## config.mk

```make
export PLATFORM = sky130hd
export DESIGN_NAME = decimal_ascii_to_scaled_number_core_flat
export DESIGN_NICKNAME = d
export VERILOG_FILES = /design/src/hw/rtl/dasn_pkg.sv /design/src/hw/rtl/dasn_char_if.sv /design/src/hw/rtl/dasn_num_if.sv /design/src/hw/rtl/dasn_parse.sv /design/src/hw/rtl/dasn_format.sv /design/src/hw/rtl/decimal_ascii_to_scaled_number_core.sv /design/src/flat_wrapper.sv
export SDC_FILE = /design/constraint.sdc
export NUM_CORES = 1
export LEC_CHECK = 0
export BUFFER_PORTS_ARGS = -buffer_cell sky130_fd_sc_hd__buf_2
export CELL_PAD_IN_SITES_DETAIL_PLACEMENT = 1
export CELL_PAD_IN_SITES_GLOBAL_PLACEMENT = 2
export CORE_AREA = 3 3 206 208
export CTS_CLUSTER_DIAMETER = 40
export DETAILED_ROUTE_END_ITERATION = 6
export DIE_AREA = 0 0 209 211
export GPL_TIMING_DRIVEN = 0
export PLACE_DENSITY_LB_ADDON = 0.15
export REMOVE_ABC_BUFFERS = 1
export SLEW_MARGIN = 30
export SYNTH_ARGS = -nofsm -noshare
export SYNTH_HDL_FRONTEND = slang
export SYNTH_SLANG_ARGS = --single-unit
```

## constraint.sdc

```tcl
create_clock -name i_clk -period 5.5 [get_ports i_clk]
set_clock_uncertainty 0.1 [all_clocks]
set_input_delay 0.275 -clock i_clk [delete_from_list [all_inputs] [get_ports i_clk]]
set_output_delay 0.275 -clock i_clk [all_outputs]
set_load 0.03 [all_outputs]
```

## src/hw/rtl/dasn_pkg.sv

```systemverilog
// Shared types and constants for the decimal text to scaled number core.
package dasn_pkg;

    localparam int APB_ADDR_W = 3;
    localparam int APB_DATA_W = 32;
    localparam int FRAC_W     = 4;

    localparam logic [7:0] CHAR_NUL   = 8'h00;
    localparam logic [7:0] CHAR_PLUS  = 8'h2B;
    localparam logic [7:0] CHAR_MINUS = 8'h2D;
    localparam logic [7:0] CHAR_POINT = 8'h2E;
    localparam logic [7:0] CHAR_ZERO  = 8'h30;
    localparam logic [7:0] CHAR_NINE  = 8'h39;

    localparam logic REG_ALLOW_FRACTION = 1'b0;

    typedef enum logic [3:0] {
        P_START = 4'b0001,
        P_INT   = 4'b0010,
        P_FRAC  = 4'b0100,
        P_DONE  = 4'b1000
    } t_phase;

    typedef enum logic [1:0] {
        ST_OK    = 2'd0,
        ST_EMPTY = 2'd1,
        ST_BAD   = 2'd2,
        ST_OVF   = 2'd3
    } t_status;

    typedef struct packed {
        logic              neg;
        logic [FRAC_W-1:0] frac;
        t_status           status;
    } t_res_ctl;

endpackage

```

## src/hw/rtl/dasn_char_if.sv

```systemverilog
// Character request channel: one ASCII character and an end-of-text mark.
interface dasn_char_if;
    logic       valid;
    logic       ready;
    logic [7:0] char_code;
    logic       is_last;

    modport source (output valid, output char_code, output is_last, input ready);
    modport sink   (input valid, input char_code, input is_last, output ready);
endinterface

```

## src/hw/rtl/dasn_num_if.sv

```systemverilog
// Number request channel: signed mantissa, fraction digit count and status.
interface dasn_num_if #(
    parameter int MANTISSA_BITS = 48
);
    logic                                 valid;
    logic                                 ready;
    logic signed [MANTISSA_BITS:0]        mantissa;
    logic [dasn_pkg::FRAC_W-1:0]          frac_digits;
    dasn_pkg::t_status                    status;

    modport source (output valid, output mantissa, output frac_digits, output status,
                     input ready);
    modport sink   (input valid, input mantissa, input frac_digits, input status,
                     output ready);
endinterface

```

## src/hw/rtl/dasn_parse.sv

```systemverilog
// Parse stage: per-character state update and capture of the finished number.
module dasn_parse #(
    parameter int MANTISSA_BITS   = 48,
    parameter int MAX_FRAC_DIGITS = 15
) (
    input  logic                       i_clk,
    input  logic                       i_rst_n,
    input  logic                       i_allow_frac,
    dasn_char_if.sink                  i_char,
    output logic                       o_res_valid,
    input  logic                       i_res_ready,
    output logic [MANTISSA_BITS-1:0]   o_res_mag,
    output dasn_pkg::t_res_ctl         o_res_ctl
);
    import dasn_pkg::*;

    localparam int PW = MANTISSA_BITS + 4;
    localparam logic [FRAC_W-1:0] FRAC_MAX = FRAC_W'(MAX_FRAC_DIGITS);

    t_phase                   r_phase, n_phase;
    logic                     r_neg, n_neg;
    logic [MANTISSA_BITS-1:0] r_accum, n_accum;
    logic [FRAC_W-1:0]        r_frac, n_frac;
    t_status                  r_err, n_err;

    logic                     r_res_valid;
    logic [MANTISSA_BITS-1:0] r_res_mag;
    t_res_ctl                 r_res_ctl;

    logic [7:0]  c;
    logic        accept;
    t_phase      eff_phase;
    logic        is_sign;
    logic        is_digit;
    logic [PW-1:0] prod;
    logic        fits;

    assign c        = i_char.char_code;
    assign i_char.ready = !r_res_valid || i_res_ready;
    assign accept   = i_char.valid && i_char.ready;

    assign eff_phase = (r_phase == P_START) ? P_INT : r_phase;
    assign is_sign   = (r_phase == P_START) && (c == CHAR_PLUS || c == CHAR_MINUS);
    assign is_digit  = (c >= CHAR_ZERO) && (c <= CHAR_NINE);
    assign prod      = ({4'b0, r_accum} << 3) + ({4'b0, r_accum} << 1) + PW'(c[3:0]);
    assign fits      = (prod[PW-1:MANTISSA_BITS] == 4'b0);

    always_comb begin
        n_phase = r_phase;
        n_neg   = r_neg;
        n_accum = r_accum;
        n_frac  = r_frac;
        n_err   = r_err;
        if (r_phase != P_DONE) begin
            if (c == CHAR_NUL) begin
                if (r_phase == P_START) begin
                    n_err = ST_EMPTY;
                end
                n_phase = P_DONE;
            end else begin
                n_phase = eff_phase;
                if (is_sign) begin
                    if (c == CHAR_MINUS) begin
                        n_neg = 1'b1;
                    end
                end else if (is_digit) begin
                    if (eff_phase == P_INT) begin
                        if (fits) begin
                            n_accum = prod[MANTISSA_BITS-1:0];
                        end else begin
                            n_accum = '1;
                            n_err   = ST_OVF;
                        end
                    end else if (r_frac < FRAC_MAX && fits) begin
                        n_accum = prod[MANTISSA_BITS-1:0];
                        n_frac  = r_frac + 4'd1;
                    end
                end else if (c == CHAR_POINT && i_allow_frac) begin
                    n_phase = (eff_phase == P_INT) ? P_FRAC : P_DONE;
                end else begin
                    n_err   = ST_BAD;
                    n_phase = P_DONE;
                end
            end
        end
    end

    always_ff @(posedge i_clk) begin
        if (!i_rst_n) begin
            r_phase     <= P_START;
            r_neg       <= 1'b0;
            r_accum     <= '0;
            r_frac      <= '0;
            r_err       <= ST_OK;
            r_res_valid <= 1'b0;
        end else begin
            if (r_res_valid && i_res_ready) begin
                r_res_valid <= 1'b0;
            end
            if (accept) begin
                if (i_char.is_last) begin
                    r_res_valid      <= 1'b1;
                    r_res_mag        <= n_accum;
                    r_res_ctl.neg    <= n_neg;
                    r_res_ctl.frac   <= n_frac;
                    r_res_ctl.status <= n_err;
                    r_phase          <= P_START;
                    r_neg            <= 1'b0;
                    r_accum          <= '0;
                    r_frac           <= '0;
                    r_err            <= ST_OK;
                end else begin
                    r_phase <= n_phase;
                    r_neg   <= n_neg;
                    r_accum <= n_accum;
                    r_frac  <= n_frac;
                    r_err   <= n_err;
                end
            end
        end
    end

    assign o_res_valid = r_res_valid;
    assign o_res_mag   = r_res_mag;
    assign o_res_ctl   = r_res_ctl;

`ifndef SYNTHESIS
    a_clear_after_last: assert property (@(posedge i_clk) disable iff (!i_rst_n)
        accept && i_char.is_last |=> r_phase == P_START && r_accum == '0 && !r_neg)
        else $error("parse state not cleared after last character");
    a_frac_cap: assert property (@(posedge i_clk) disable iff (!i_rst_n)
        r_frac <= FRAC_MAX)
        else $error("fraction count above cap");
    a_res_hold: assert property (@(posedge i_clk) disable iff (!i_rst_n)
        r_res_valid && !i_res_ready |=> r_res_valid && $stable(r_res_ctl)
        && $stable(r_res_mag))
        else $error("parse result changed while stalled");
`endif

endmodule

```

## src/hw/rtl/dasn_format.sv

```systemverilog
// Output stage: sign application, error zeroing and skid-buffered result register.
module dasn_format #(
    parameter int MANTISSA_BITS = 48
) (
    input  logic                       i_clk,
    input  logic                       i_rst_n,
    input  logic                       i_res_valid,
    output logic                       o_res_ready,
    input  logic [MANTISSA_BITS-1:0]   i_res_mag,
    input  dasn_pkg::t_res_ctl         i_res_ctl,
    dasn_num_if.source                 o_num
);
    import dasn_pkg::*;

    localparam int OW = MANTISSA_BITS + 1;

    logic                 zero_res;
    logic [OW-1:0]        mag_ext;
    logic [OW-1:0]        n_mant;
    logic [FRAC_W-1:0]    n_frac;

    logic                 r_out_valid;
    logic [OW-1:0]        r_out_mant;
    logic [FRAC_W-1:0]    r_out_frac;
    t_status              r_out_status;

    logic                 r_skid_valid;
    logic [OW-1:0]        r_skid_mant;
    logic [FRAC_W-1:0]    r_skid_frac;
    t_status              r_skid_status;

    logic                 take_in;
    logic                 take_out;

    assign zero_res = (i_res_ctl.status == ST_EMPTY) || (i_res_ctl.status == ST_BAD);
    assign mag_ext  = {1'b0, i_res_mag};
    assign n_mant   = zero_res ? '0 : (i_res_ctl.neg ? (~mag_ext + 1'b1) : mag_ext);
    assign n_frac   = zero_res ? '0 : i_res_ctl.frac;

    assign o_res_ready = !r_skid_valid;
    assign take_in     = i_res_valid && !r_skid_valid;
    assign take_out    = r_out_valid && o_num.ready;

    always_ff @(posedge i_clk) begin
        if (!i_rst_n) begin
            r_out_valid  <= 1'b0;
            r_skid_valid <= 1'b0;
        end else if (!r_out_valid || take_out) begin
            if (r_skid_valid) begin
                r_out_valid  <= 1'b1;
                r_out_mant   <= r_skid_mant;
                r_out_frac   <= r_skid_frac;
                r_out_status <= r_skid_status;
                r_skid_valid <= 1'b0;
            end else begin
                r_out_valid  <= take_in;
                r_out_mant   <= n_mant;
                r_out_frac   <= n_frac;
                r_out_status <= i_res_ctl.status;
            end
        end else if (take_in) begin
            r_skid_valid  <= 1'b1;
            r_skid_mant   <= n_mant;
            r_skid_frac   <= n_frac;
            r_skid_status <= i_res_ctl.status;
        end
    end

    assign o_num.valid       = r_out_valid;
    assign o_num.mantissa    = r_out_mant;
    assign o_num.frac_digits = r_out_frac;
    assign o_num.status      = r_out_status;

`ifndef SYNTHESIS
    a_skid_behind_out: assert property (@(posedge i_clk) disable iff (!i_rst_n)
        r_skid_valid |-> r_out_valid)
        else $error("skid entry held with empty output register");
    a_error_zero: assert property (@(posedge i_clk) disable iff (!i_rst_n)
        r_out_valid && (r_out_status == ST_EMPTY || r_out_status == ST_BAD)
        |-> r_out_mant == '0 && r_out_frac == '0)
        else $error("error result carries nonzero fields");
    a_skid_drain: assert property (@(posedge i_clk) disable iff (!i_rst_n)
        r_skid_valid && take_out |=> !r_skid_valid && r_out_valid)
        else $error("skid entry not moved to output");
`endif

endmodule

```

## src/hw/rtl/decimal_ascii_to_scaled_number_core.sv

```systemverilog
// Top level: configuration register, parse stage and output stage.
//
// Accepts one ASCII character per clock while the character channel is ready
// (the parse stage stalls while its result is held) and gives one result per
// text on the character marked last. The parse stage applies the times-ten-
// plus-digit update combinationally, so the sustained rate is one character
// per cycle when not stalled. A result loads the parse result register when
// its last character is taken and then passes to the output register. The
// output register has a skid entry behind it, so input continues while a
// result waits; with the output stalled, input stops once three results are
// held. Register allow_fraction (byte address 0, reset 1) selects decimal or
// integer parsing; write only while no text is in flight (not enforced).
module decimal_ascii_to_scaled_number_core #(
    parameter int MANTISSA_BITS   = 48,
    parameter int MAX_FRAC_DIGITS = 15
) (
    input  logic                                i_clk,
    input  logic                                i_rst_n,
    dasn_char_if.sink                           i_char,
    dasn_num_if.source                          o_num,
    input  logic                                psel,
    input  logic                                penable,
    input  logic                                pwrite,
    input  logic [dasn_pkg::APB_ADDR_W-1:0]     paddr,
    input  logic [dasn_pkg::APB_DATA_W-1:0]     pwdata,
    output logic [dasn_pkg::APB_DATA_W-1:0]     prdata,
    output logic                                pready
);
    import dasn_pkg::*;

    logic                     r_allow_frac;
    logic                     res_valid;
    logic                     res_ready;
    logic [MANTISSA_BITS-1:0] res_mag;
    t_res_ctl                 res_ctl;
    logic                     reg_sel;

    assign pready  = 1'b1;
    assign reg_sel = (paddr[APB_ADDR_W-1] == REG_ALLOW_FRACTION);
    assign prdata  = reg_sel ? {{(APB_DATA_W-1){1'b0}}, r_allow_frac} : '0;

    always_ff @(posedge i_clk) begin
        if (!i_rst_n) begin
            r_allow_frac <= 1'b1;
        end else if (psel && penable && pwrite && pready && reg_sel) begin
            r_allow_frac <= pwdata[0];
        end
    end

    dasn_parse #(
        .MANTISSA_BITS   (MANTISSA_BITS),
        .MAX_FRAC_DIGITS (MAX_FRAC_DIGITS)
    ) u_parse (
        .i_clk        (i_clk),
        .i_rst_n      (i_rst_n),
        .i_allow_frac (r_allow_frac),
        .i_char       (i_char),
        .o_res_valid  (res_valid),
        .i_res_ready  (res_ready),
        .o_res_mag    (res_mag),
        .o_res_ctl    (res_ctl)
    );

    dasn_format #(
        .MANTISSA_BITS (MANTISSA_BITS)
    ) u_format (
        .i_clk       (i_clk),
        .i_rst_n     (i_rst_n),
        .i_res_valid (res_valid),
        .o_res_ready (res_ready),
        .i_res_mag   (res_mag),
        .i_res_ctl   (res_ctl),
        .o_num       (o_num)
    );

endmodule
```

## src/flat_wrapper.sv

```systemverilog
// flat-port wrapper written by rule: the top's interface ports become plain ports
module decimal_ascii_to_scaled_number_core_flat import dasn_pkg::*;
#(
    parameter int MANTISSA_BITS   = 48,
    parameter int MAX_FRAC_DIGITS = 15
)
  (i_clk, i_rst_n, psel, penable, pwrite, paddr, pwdata, prdata, pready, i_char_valid, i_char_char_code, i_char_is_last, i_char_ready, o_num_valid, o_num_mantissa, o_num_frac_digits, o_num_status, o_num_ready);
  dasn_char_if i_char_i ();
  dasn_num_if #(.MANTISSA_BITS(MANTISSA_BITS)) o_num_i ();
  input  logic i_clk;
  input  logic i_rst_n;
  input  logic psel;
  input  logic penable;
  input  logic pwrite;
  input  logic [dasn_pkg::APB_ADDR_W-1:0] paddr;
  input  logic [dasn_pkg::APB_DATA_W-1:0] pwdata;
  output logic [dasn_pkg::APB_DATA_W-1:0] prdata;
  output logic pready;
  input wire logic [$bits(i_char_i.valid)-1:0] i_char_valid;
  input wire logic [$bits(i_char_i.char_code)-1:0] i_char_char_code;
  input wire logic [$bits(i_char_i.is_last)-1:0] i_char_is_last;
  output wire logic [$bits(i_char_i.ready)-1:0] i_char_ready;
  output wire logic [$bits(o_num_i.valid)-1:0] o_num_valid;
  output wire logic [$bits(o_num_i.mantissa)-1:0] o_num_mantissa;
  output wire logic [$bits(o_num_i.frac_digits)-1:0] o_num_frac_digits;
  output wire logic [$bits(o_num_i.status)-1:0] o_num_status;
  input wire logic [$bits(o_num_i.ready)-1:0] o_num_ready;
  assign i_char_i.valid = i_char_valid;
  assign i_char_i.char_code = i_char_char_code;
  assign i_char_i.is_last = i_char_is_last;
  assign i_char_ready = i_char_i.ready;
  assign o_num_valid = o_num_i.valid;
  assign o_num_mantissa = o_num_i.mantissa;
  assign o_num_frac_digits = o_num_i.frac_digits;
  assign o_num_status = o_num_i.status;
  assign o_num_i.ready = o_num_ready;
  decimal_ascii_to_scaled_number_core #(.MANTISSA_BITS(MANTISSA_BITS), .MAX_FRAC_DIGITS(MAX_FRAC_DIGITS)) u_core (.i_clk(i_clk), .i_rst_n(i_rst_n), .i_char(i_char_i), .o_num(o_num_i), .psel(psel), .penable(penable), .pwrite(pwrite), .paddr(paddr), .pwdata(pwdata), .prdata(prdata), .pready(pready));
endmodule
```

-- After elaboration in Yosys (flattened, before gate mapping)
Index checks and enable logic that the tools add are counted.
- register bits: 228
- latch bits: 0
- memory bits (writable): 0
- memory bits (read-only): 0
- logic and storage cells: 111
- memories: 0
- add/sub/neg operators: 4
- multipliers: 0
- divide/modulo/power cells: 0
- order comparisons: 3
- equality and inequality tests: 8
- shift-type cells: 0
- muxes and demuxes: 48
- bitwise operators: 4
- reductions and logical operators: 25
- operators with widths (kind ; count):
    48-bit 2-to-1 mux ; 8
    49-bit 2-to-1 mux ; 3
    4-bit 2-to-1 mux ; 17
    51-bit by 49-bit adder with 52-bit output ; 1
    52-bit by 4-bit adder with 52-bit output ; 1
    49-bit by 1-bit adder with 49-bit output, second input constant ; 1
    48-bit NOT with 49-bit output ; 1
    8-bit by 6-bit equality test with 1-bit output, second input constant ; 3
    2-bit 2-to-1 mux ; 10
    1-bit logical AND ; 10
    1-bit 2-to-1 mux ; 10
    8-bit by 6-bit >= comparator with 1-bit output, second input constant ; 1
    8-bit by 6-bit <= comparator with 1-bit output, second input constant ; 1
    8-bit logical NOT ; 1
    3-bit AND reduction ; 2
    4-bit by 1-bit adder with 4-bit output, second input constant ; 1
    4-bit by 1-bit equality test with 1-bit output, second input constant ; 1
    4-bit by 2-bit equality test with 1-bit output, second input constant ; 1
    4-bit logical NOT ; 1
    1-bit logical OR ; 4
    4-bit < comparator, second input constant ; 1
    4-bit inequality test, second input constant ; 1
    2-bit AND reduction ; 2
    1-bit logical NOT ; 3
    5 further kinds ; 7

-- Depth between registers and ports, before layout
Gate-level depths: netlist of run 1.
- depth in word-level cells: 11
- gate-level depth with buffers: 17
- depth with buffers taken out: 14

-- Cells and area by module
A second synthesis of run 1 with hierarchy kept.
- cells, all modules: 1596
- area total of the unflattened synthesis: 15163.3 µm²
- by module, submodules not included (module ; times used ; cells an instance ; area each (µm²) ; seq. area each (µm²)):
    dasn_parse ; 1 ; 1001 ; 8728.4 ; 2852.7
    dasn_format ; 1 ; 555 ; 6114.6 ; 3343.2
    decimal_ascii_to_scaled_number_core ; 1 ; 40 ; 320.3 ; 20.0

-- Worst setup path before layout of run 1
OpenSTA, ideal clock, no wires.
- path kind: input to register
- from: input port i_rst_n
- to: register u_core.u_format.r_skid_frac[0], enable pin
- setup time: 0.536 ns
- arrival time: 4.533 ns
- slack: 0.332 ns
- stages on the path: 4
- path buffers: 2
- cells stage by stage: clkbuf_1 clkbuf_1 nand2_1 nor3_1
- longest elaborated chain between the ends: 1
- ends and longest elaborated chain (element ; RTL line ; RTL):
    start, declared ; flat_wrapper.sv:11 ; input logic i_rst_n;
    3-bit AND reduction (no source line) ; - ;
    end signal, assigned ; dasn_format.sv:64 ; r_skid_frac <= n_frac;
    end, declared ; dasn_format.sv:29 ; logic [FRAC_W-1:0] r_skid_frac;
No other way between the ends.
A chain may end at the register's enable or synchronous reset.

-- Worst setup path in the final report of run 1
- from: register u_core.u_parse.r_accum[0]
- to: register u_core.u_parse.r_res_mag[14] (netlist: u_core.u_parse.o_res_mag[14]), data pin
- longest elaborated chain between the ends: 10
- elaborated cells between the ends (all ways): 11
- classes of those cells: add/sub (2); mux (7); reduce/logical (2)
- ends and longest elaborated chain (element ; RTL line ; RTL):
    start, declared ; dasn_parse.sv:22 ; logic [MANTISSA_BITS-1:0] r_accum, n_accum;
    start signal, assigned ; dasn_parse.sv:115 ; r_accum <= n_accum;
    51-bit by 49-bit adder with 52-bit output (*) ; dasn_parse.sv:45 ; assign prod = ({4'b0, r_accum} << 3) + ({4'b0, r_accum} << 1) + PW'(c[3:0]);
    52-bit by 4-bit adder with 52-bit output (*) ; dasn_parse.sv:45 ;
    4-bit logical NOT ; dasn_parse.sv:46 ; assign fits = (prod[PW-1:MANTISSA_BITS] == 4'b0);
    1-bit logical AND ; dasn_parse.sv:74 ; end else if (r_frac < FRAC_MAX && fits) begin
    48-bit 2-to-1 mux ; dasn_parse.sv:74 ;
    48-bit 2-to-1 mux (*) ; dasn_parse.sv:67 ; if (eff_phase == P_INT) begin
    48-bit 2-to-1 mux (*) ; dasn_parse.sv:66 ; end else if (is_digit) begin
    48-bit 2-to-1 mux (*) ; dasn_parse.sv:62 ; if (is_sign) begin
    48-bit 2-to-1 mux (*) ; dasn_parse.sv:55 ; if (c == CHAR_NUL) begin
    48-bit 2-to-1 mux (*) ; dasn_parse.sv:54 ; if (r_phase != P_DONE) begin
    via u_core.u_parse.n_accum[14] ; dasn_parse.sv:22 ;
    end signal, assigned ; dasn_parse.sv:103 ; r_res_mag <= n_accum;
    end, declared ; dasn_parse.sv:27 ; logic [MANTISSA_BITS-1:0] r_res_mag;
The timed path passes the listed nets; every way through them passes the cells marked *.

==> results of run 1 <==
[power by group through the flow]
stage                     combinational, mW  sequential (mW)  clock, mW
after global placement                0.310             1.95          0
after detailed placement              0.328             1.95          0
after floorplan                       0.165             2.00          0
final                                 0.329             1.91       1.97
after CTS                             0.332             1.91       2.03
after global routing                  0.359             1.92       2.10
[routing by layer]
layer  track usage [%]  share of wire, %  wire length, um
met1              26.3                50            20300
met2              29.4                45            18300
met3              1.23               2.3              934
met4              4.50               2.0              821
met5                 0                 0                0
[cells by family (layout without fill, tap and decap cells)]
logic type / count (synthesis) / count (layout)
adder cells (fa/ha/maj): 99 / 99
XOR/XNOR: 97 / 97
multiplexers: 10 / 10
buffers and inverters: 171 / 222
other: 2 / 32
AO/OA/AOI/OAI: 428 / 428
AND/OR/NAND/NOR: 438 / 438
flip-flops: 228 / 228
[Yosys cell counts, drive strengths merged (4+ instances only)]
master	instances
a211oi	34
a21boi	6
a21o	10
a21oi	107
a22oi	6
a31oi	7
a41oi	4
and2	15
and3	9
buf	41
clkbuf	68
dfxtp	63
edfxtp	165
ha	97
inv	62
mux2	8
nand2	137
nand2b	7
nand3	18
nand4	21
nand4b	5
nor2	122
nor2b	9
nor3	22
nor4	30
o211a	5
o211ai	7
o21a	11
o21ai	91
o21bai	9
o22a	5
o2bb2ai	25
o31ai	65
o41ai	8
or2	4
or3	19
or4	11
xnor2	35
xor2	62
[metrics by stage]
step	util (%)	worst slack, ns	hold WS [ns]
floorplan	-	-0.391	0.237
global placement	36.4	-3.22	0.375
detailed placement	37.4	-0.326	0.387
CTS	40.2	0.00889	0.0244
global route	40.2	0.0441	0.0623
finish	40.2	0.280	0.0591
[worst paths after layout]
| path | startpoint | to | slack, ns | depth (start not counted) |
|---|---|---|---|---|
| setup / recovery | u_core.u_parse.r_accum[0] | u_core.u_parse.o_res_mag[14] | 0.28 | 15 |
| hold / removal | i_rst_n | u_core.u_parse.o_res_valid | 0.06 | 2 |
| setup reg to reg | u_core.u_parse.r_accum[0] | u_core.u_parse.o_res_mag[14] | 0.28 | 15 |
| hold reg to reg | u_core.u_parse.r_neg | u_core.u_parse.r_neg | 0.40 | 1 |
[state kept, by name (all words and copies together) (netlist names), 2 cells and up]
name and flops:
u_core.u_parse.o_res_ctl 7, u_core.u_parse.r_frac 4, u_core.u_format.o_num.mantissa 49, u_core.u_format.o_num.status 2, u_core.u_parse.o_res_mag 48, u_core.u_parse.r_phase 4
u_core.u_parse.r_err 2, u_core.u_format.o_num.frac_digits 4, u_core.u_parse.r_accum 48, u_core.u_format.r_skid_mant 49, u_core.u_format.r_skid_frac 4, u_core.u_format.r_skid_status 2
[worst max-delay path: stages, from the launching register on]
cell,delay [ns]
dfxtp_1,0.36
inv_1,0.10
fa_1,0.56
inv_1,0.05
ha_1,0.28
a21o_1,0.21
and3_1,0.22
o21ai_1,0.30
a211oi_1,0.22
o31a_1,0.35
or4_1,0.53
and3_2,0.45
nor4b_4,0.45
nor2_4,0.20
buf_16,0.23
a21oi_1,0.32
[layout make-up]
| class | count | area [sq um] |
|---|---|---|
| sequential | 228 | 6220 |
| tap | 532 | 666 |
| clock inverter | 23 | 223 |
| timing repair buffer | 102 | 768 |
| inverter | 62 | 233 |
| clock buffer | 35 | 811 |
| fill | 4645 | 24400 |
| multi-input combinational | 1104 | 7460 |
[repair_timing]
action | 4_1_cts | 5_1_grt
gates cloned | 0 | 0
pin swaps | 1 | 0
resized for setup | 2 | 3
endpoints found under the hold margin | 4 | 0
hold buffers | 6 | 0
endpoints found under the setup margin | 50 | 54
setup buffers | 1 | 0
==> run metrics, run 1 <==
critical path class reg2reg; Residual DRC 0; layout cells sized above 1 roughly 12%; main combinational cell family by area after synthesis compound AO/OA/AOI/OAI gates; Tot Pwr ~4.2 mW; status completed; Die X 209 um; CP endpoint kind flip-flop; fin crit period 5.22 ns; Max FO, Critical Path 28; deepest clock path buffer count 3; row count 74; clock transition at the registers of the reported paths 0.06 ns; fmax approximately 0.19 GHz; Final Cell Area 16400 sq um; IO Port Bufs 75; mux cell area share after synthesis 0.773%; commonest non-fill, non-tap cells in the layout 165 x edfxtp_1, 135 x nand2_1, 120 x nor2_1; max-slew violation count 0; Synth async-reset ratio 0%; Post-Route WL 40400 um; largest net degree at the start of global routing between 50 and 60; Synth Area in XOR/XNOR between 6 and 7%; Yosys warning count 0; Seq pwr share about 45%; first-pass GRT wire length 65000 um; GP Congestion 0.842; die height 211 um; Core ar. 40700 sq um; CTS H-tree lvls 1; Yosys top cell by area edfxtp_1; Post-Synth Simple-Gate Area 15.0%; clock buffer count from CTS 31; 1st-iter DRT viols ~480; post-synth top area share 34.8%; Int Pwr about 3.1 mW; Final Hold Fails 0; Logic pwr share 7.8%; Area Overhead vs Synth 15.0%; vias in the first global route 11500; Via Count 11100; pwr/cell area 257 nW/um^2; placed cells 2021; Initial Util 35.0%; area share of fa/ha/maj cells after synthesis slightly below 9%; Crit path required time ~5.7 ns; VDD IR-drop max 0.000175 V; Leak around 6.3 nW; Max-cap violations 0; clk root buf clkbuf_16; clock power share 46.8%; Final Cycle Share 94.9%; WL/cell a little under 20 um; die area approximately 44000 sq um; Avg Cell Area, Syn 9.67 sq um; sequential area share after synthesis 43.6%; largest cells by area after synthesis edfxtp_1 35%, dfxtp_1 8.9%, ha_1 8.5%, xor2_1 3.8%, a21oi_1 3.7%; post-synthesis compound-gate area fraction 20.3%; clock tree from TritonCTS yes; Nets 1679; final std cells w/o fill 2086; antenna-violating nets left 0; Antenna Cells 0; total gr overflow 0; Area after DPL between 15000 and 20000 sq um; initial antenna violation count 0; Post-synth EDFFs 165; switching pwr 1.09 mW; min-delay worst type in2reg; Switching Fraction between 20% and 30%; ys flop type edfxtp_1; number of synthesized register bits 228; Post-Syn Instances 1473; synth unique cells 79; crit path launch type flip-flop; drt first pass iters 5; Worst EP arrival ~5.5 ns; drt via density around 5.3; Detail Placement HPWL about 31000 um; Tot GR Track Use between 10% and 20%; clk sink count about 230; RSZ-0062 raised after global routing no; IO Pins 141; most common cell after layout, fill and taps aside edfxtp_1; worst rel slew slack 36.3%; setup TNS 0 ns; worst-margin pin slew approximately 0.96 ns; Final setup violation count 0; Synth Cell Area 14200 sq um; Skew-Pair Late Insertion Delay 0.56 ns
No activity file was read; power rests on OpenSTA's default activity.
==> run 2: changes to the inputs <==
--- a/config.mk
+++ b/config.mk
@@ -13,7 +13,7 @@
 export DETAILED_ROUTE_END_ITERATION = 6
 export DIE_AREA = 0 0 209 211
 export GPL_TIMING_DRIVEN = 0
-export PLACE_DENSITY_LB_ADDON = 0.15
+export PLACE_DENSITY = 0.86
 export REMOVE_ABC_BUFFERS = 1
 export SLEW_MARGIN = 30
 export SYNTH_ARGS = -nofsm -noshare
==> run metrics, run 2 (same netlist as run 1, synthesis figures left out) <==
die height 211 um; most common cell after layout, fill and taps aside edfxtp_1; CP max-delay cell or4_2; largest net degree at the start of global routing 69; clock tree from TritonCTS yes; switching pwr ~1.0 mW; Worst EP arrival roughly 5.4 ns; VDD IR-drop max 0.000190 V; Tot Pwr 4.16 mW; final std cells w/o fill 2074; antenna-violating nets left 0; RSZ-0062 raised after global routing yes; drt via density 5.54; Leak 6.29 nW; Residual DRC 0; status completed; IO Port Bufs 75; Post-Route WL 40300 um; die area ~44000 sq um; CTS H-tree lvls 1; layout cells sized above 1 a little under an eighth; slowest stage delay, CP 1.02 ns; Die X 209 um; Via Count between 10000 and 15000; Nets around 1700; CP bufs+invs 1; deepest clock path buffer count 3; clk sink count 228; Final WS setup 0.234 ns; max-slew violation count 0; Largest delay share family, worst path simple AND/OR/NAND/NOR gates; row count 74; commonest non-fill, non-tap cells in the layout 165 x edfxtp_1, 135 x nand2_1, 120 x nor2_1; Setup WS pre-CTS -0.144 ns; Initial Util 35.0%; Max-cap violations 0; pwr/cell area 256 nW/um^2; GP Congestion roughly 0.85; Antenna Cells 0; first-pass GRT wire length 64500 um; fmax 0.190 GHz; initial antenna violation count 0; Seq pwr share a little under half; WL/cell 19.4 um; vias in the first global route 11800; critical path class reg2reg; Final setup violation count 0; total gr overflow 0; Crit path required time 5.64 ns; IO Pins roughly 140; CP endpoint kind flip-flop; worst rel slew slack 39.7%; 1st-iter DRT viols 525; clock power share 46.2%; drt first pass iters 4; worst-margin pin slew roughly 0.9 ns; placed cells 2018; clock transition at the registers of the reported paths 0.07 ns; Core ar. between 40000 and 50000 sq um; crit path launch type flip-flop; Final Cycle Share between 90% and 100%; min-delay worst type in2reg; Detail Placement HPWL 30100 um; CP Cell Sequence inv_1, fa_1, fa_1, nand2b_1, a21oi_2, o21ai_0, a21oi_1, o2111a_1, nor3_1, or4_2, or3_4, nor2_1, a21oi_1; Int Pwr 3.11 mW; Final Hold Fails 0; fin crit period 5.27 ns; Logic pwr share 7.8%; Tot GR Track Use 17.7%; Skew-Pair Late Insertion Delay ~0.53 ns; Area Overhead vs Synth 14.2%; clk root buf clkbuf_16; clock buffer count from CTS 26; Switching Fraction 25.2%; Max FO, Critical Path 39
==> run 2: cell count changes in the layout (fill, tap and decap cells not counted), sizes merged <==
cell	previous run	this run
inv	74	68
clkbuf	35	31
clkinvlp	4	1
buf	96	94
bufinv	1	3
clkinv	6	7
==> run 2: path summary, 6_finish.rpt <==
kind	to	from	cells after the start	slack [ns]
worst min-delay path	u_core.u_parse.r_frac[0]	i_rst_n	2	0.06
worst max-delay path	u_core.u_parse.o_res_mag[47]	u_core.u_parse.r_accum[2]	13	0.23
worst max register to register	u_core.u_parse.o_res_mag[47]	u_core.u_parse.r_accum[2]	13	0.23
worst min register to register	u_core.u_parse.r_phase[0]	u_core.u_parse.r_phase[0]	2	0.40
==> run 2: area by class of cell <==
class / count / area, sq um
fillers: 4600 / 24500
multi-input cells: 1104 / 7460
flip-flops and latches: 228 / 6220
clock buffers: 31 / 732
repair buffers: 100 / 699
well taps: 532 / 666
clock inverters: 17 / 251
inverters: 62 / 233
==> run 2: routing by layer <==
metal / up-vias / track usage (%) / part of all wire (%)
met5: - / 0 / 0
met4: 0 / 4.64 / 2.0
li1: 5522 / - / -
met3: 46 / 1.13 / 2.7
met2: 203 / 30.9 / 49
met1: 5720 / 24.1 / 46
==> run 2: per-stage QoR <==
| stage | utilization [%] | TNS (ns) | hold slack, ns | area, sq um |
|---|---|---|---|---|
| floorplan | - | -21.48 | 0.237 | 13800 |
| global placement | 36.4 | -284.31 | 0.373 | 14800 |
| detailed placement | 37.3 | -3.81 | 0.390 | 15200 |
| CTS | 39.8 | 0 | 0.0399 | 16200 |
| global route | 39.9 | -0.00423 | 0.0714 | 16300 |
| finish | 39.9 | 0 | 0.0637 | 16300 |
==> run 2: power by group through the flow <==
stage	Combinational (mW)	Clock [mW]	Sequential [mW]
6_report	0.326	1.92	1.91
5_1_grt	0.352	2.03	1.92
4_1_cts	0.325	1.96	1.91
3_5_place_dp	0.320	0	1.95
3_3_place_gp	0.301	0	1.95
2_1_floorplan	0.165	0	2.00
==> run 2: timing repair <==
item	CTS	global route
pin swaps	0	1
endpoints found under the hold margin	3	0
resized for setup	1	3
buffers inserted	0	2
hold buffers	6	0
setup endpoints to repair	14	50
==> run 3: changes to the inputs <==
--- a/config.mk
+++ b/config.mk
@@ -8,12 +8,12 @@
 export BUFFER_PORTS_ARGS = -buffer_cell sky130_fd_sc_hd__buf_2
 export CELL_PAD_IN_SITES_DETAIL_PLACEMENT = 1
 export CELL_PAD_IN_SITES_GLOBAL_PLACEMENT = 2
-export CORE_AREA = 3 3 206 208
+export CORE_AREA = 2 2 197 199
 export CTS_CLUSTER_DIAMETER = 40
 export DETAILED_ROUTE_END_ITERATION = 6
-export DIE_AREA = 0 0 209 211
+export DIE_AREA = 0 0 199 201
 export GPL_TIMING_DRIVEN = 0
-export PLACE_DENSITY = 0.86
+export PLACE_DENSITY = 0.89
 export REMOVE_ABC_BUFFERS = 1
 export SLEW_MARGIN = 30
 export SYNTH_ARGS = -nofsm -noshare
==> constraint.sdc (replaced) <==
create_clock -name i_clk -period 5.8 [get_ports i_clk]
set_clock_uncertainty 0.1 [all_clocks]
set_input_delay 0.29 -clock i_clk [delete_from_list [all_inputs] [get_ports i_clk]]
set_output_delay 0.29 -clock i_clk [all_outputs]
set_load 0.03 [all_outputs]
==> run metrics, run 3 (same netlist as run 1, synthesis figures left out) <==
status completed; hold_ws about 0.028 ns; critical path class reg2reg; Via Count 11400; Crit path required time 6.03 ns; largest net degree at the start of global routing 73; fmax approximately 0.18 GHz; Final Cell Area about 16000 sq um; Seq pwr share 48.7%; die area 40000 sq um; first-pass GRT wire length 63700 um; commonest non-fill, non-tap cells in the layout 165 x edfxtp_1, 135 x nand2_1, 120 x nor2_1; row count 72; Int Pwr 2.82 mW; total gr overflow 0; crit path launch type flip-flop; max-slew violation count 0; Antenna Cells 0; Final setup violation count 0; RSZ-0062 raised after global routing no; Area Overhead vs Synth 13.0%; pwr/cell area about 230 nW/um^2; CP endpoint kind flip-flop; fin crit period 5.52 ns; drt first pass iters 5; Worst EP arrival 5.75 ns; Switching Fraction 24.3%; CTS H-tree lvls 1; worst rel slew slack around two fifths; clock buffer count from CTS 24; clock tree from TritonCTS yes; IO Pins 141; Initial Util 37.4%; Final Hold Fails 0; WL/cell between 15 and 20 um; setup TNS 0 ns; Skew-Pair Late Insertion Delay 0.53 ns; layout cells sized above 1 11.4%; min-delay worst type in2reg; deepest clock path buffer count 3; clk sink count 228; die height 201 um; Die X 199 um; VDD IR-drop max 0.000153 V; Post-Route WL 39500 um; antenna-violating nets left 0; worst-margin pin slew 0.920 ns; Nets 1668; Area after DPL 15200 sq um; Final Cycle Share 95.2%; most common cell after layout, fill and taps aside edfxtp_1; Leak roughly 6.2 nW; clk root buf clkbuf_16; Max-cap violations 0; Logic pwr share about 8.3%; IO Port Bufs 75; Detail Placement HPWL 30300 um; clock power share 43.0%; clock transition at the registers of the reported paths about 0.06 ns; Max FO, Critical Path 28; 1st-iter DRT viols 538; drt via density 5.53; Residual DRC 0; switching pwr ~0.91 mW; initial antenna violation count 0; GP Congestion 0.864; Core ar. 38100 sq um; worst reg2reg setup slack 0.28 ns; Tot GR Track Use about a fifth; vias in the first global route 11700
run 3: changes by cell type in the layout (fill, tap and decap cells not counted), moves of 3 or more:
| cell | change |
|---|---|
| clkbuf_16 | -3 |
| clkinv_8 | -5 |
| buf_4 | -3 |
| clkinv_1 | +3 |
| inv_6 | +3 |
| clkinv_2 | +4 |
run 3: through the flow:
step	worst slack (ns)	total power, mW	util (%)	instances
after floorplan	-0.0906	2.05	-	1394
after global placement	-2.32	2.13	38.9	1987
after detailed placement	0.124	2.15	39.9	2005
after CTS	0.229	3.76	42.2	2054
after global routing	0.0138	3.84	42.2	2054
final	0.278	3.73	42.2	2054
run 3: layout make-up:
| cell class | count | area, sq um |
|---|---|---|
| flip-flops and latches | 228 | 6220 |
| fillers | 4376 | 22000 |
| repair buffers | 98 | 714 |
| well taps | 518 | 648 |
| clock inverters | 18 | 191 |
| inverters | 62 | 233 |
| clock buffers | 26 | 639 |
| multi-input cells | 1104 | 7440 |
run 3: per-layer routing:
layer	track usage, %	vias to the layer above	routed length [um]	part of all wire [%]
li1	-	5522	-	-
met1	26.6	5589	18400	47
met4	6.45	0	1020	2.6
met5	0	-	0	0
met3	1.68	48	1150	2.9
met2	33.5	197	18900	48
run 3: worst paths after layout:
path,to,start,depth (start not counted)
max,u_core.u_parse.o_res_mag[27],u_core.u_parse.r_accum[0],16
min,u_core.u_format.r_skid_valid,o_num_ready,3
max reg2reg,u_core.u_parse.o_res_mag[27],u_core.u_parse.r_accum[0],16
min reg2reg,u_core.u_parse.r_phase[0],u_core.u_parse.r_phase[0],2
run 3: power groups by stage:
| stage | combinational [mW] | clock, mW | sequential (mW) |
|---|---|---|---|
| 3_5_place_dp | 0.305 | 0 | 1.85 |
| 2_1_floorplan | 0.156 | 0 | 1.89 |
| 3_3_place_gp | 0.284 | 0 | 1.85 |
| 5_1_grt | 0.336 | 1.69 | 1.82 |
| 4_1_cts | 0.309 | 1.64 | 1.81 |
| 6_report | 0.309 | 1.60 | 1.81 |
run 3: worst max-delay path: stages, from the launching register on:
cell	delay, ns
dfxtp_1	0.36
inv_1	0.10
fa_1	0.57
inv_1	0.06
ha_1	0.29
a21o_1	0.22
and3_1	0.23
o21ai_1	0.27
a211oi_1	0.20
o31a_1	0.35
or4_1	0.54
and3_2	0.43
nor4b_4	0.81
nor2_4	0.13
buf_16	0.21
buf_16	0.17
a2bb2oi_1	0.28
run 3: repair_timing:
item / 4_1_cts / 5_1_grt
buffers inserted: 0 / 0
hold buffers: 5 / 0
endpoints found under the hold margin: 2 / 0
gates resized for setup: 0 / 1
endpoints found under the setup margin: 0 / 27
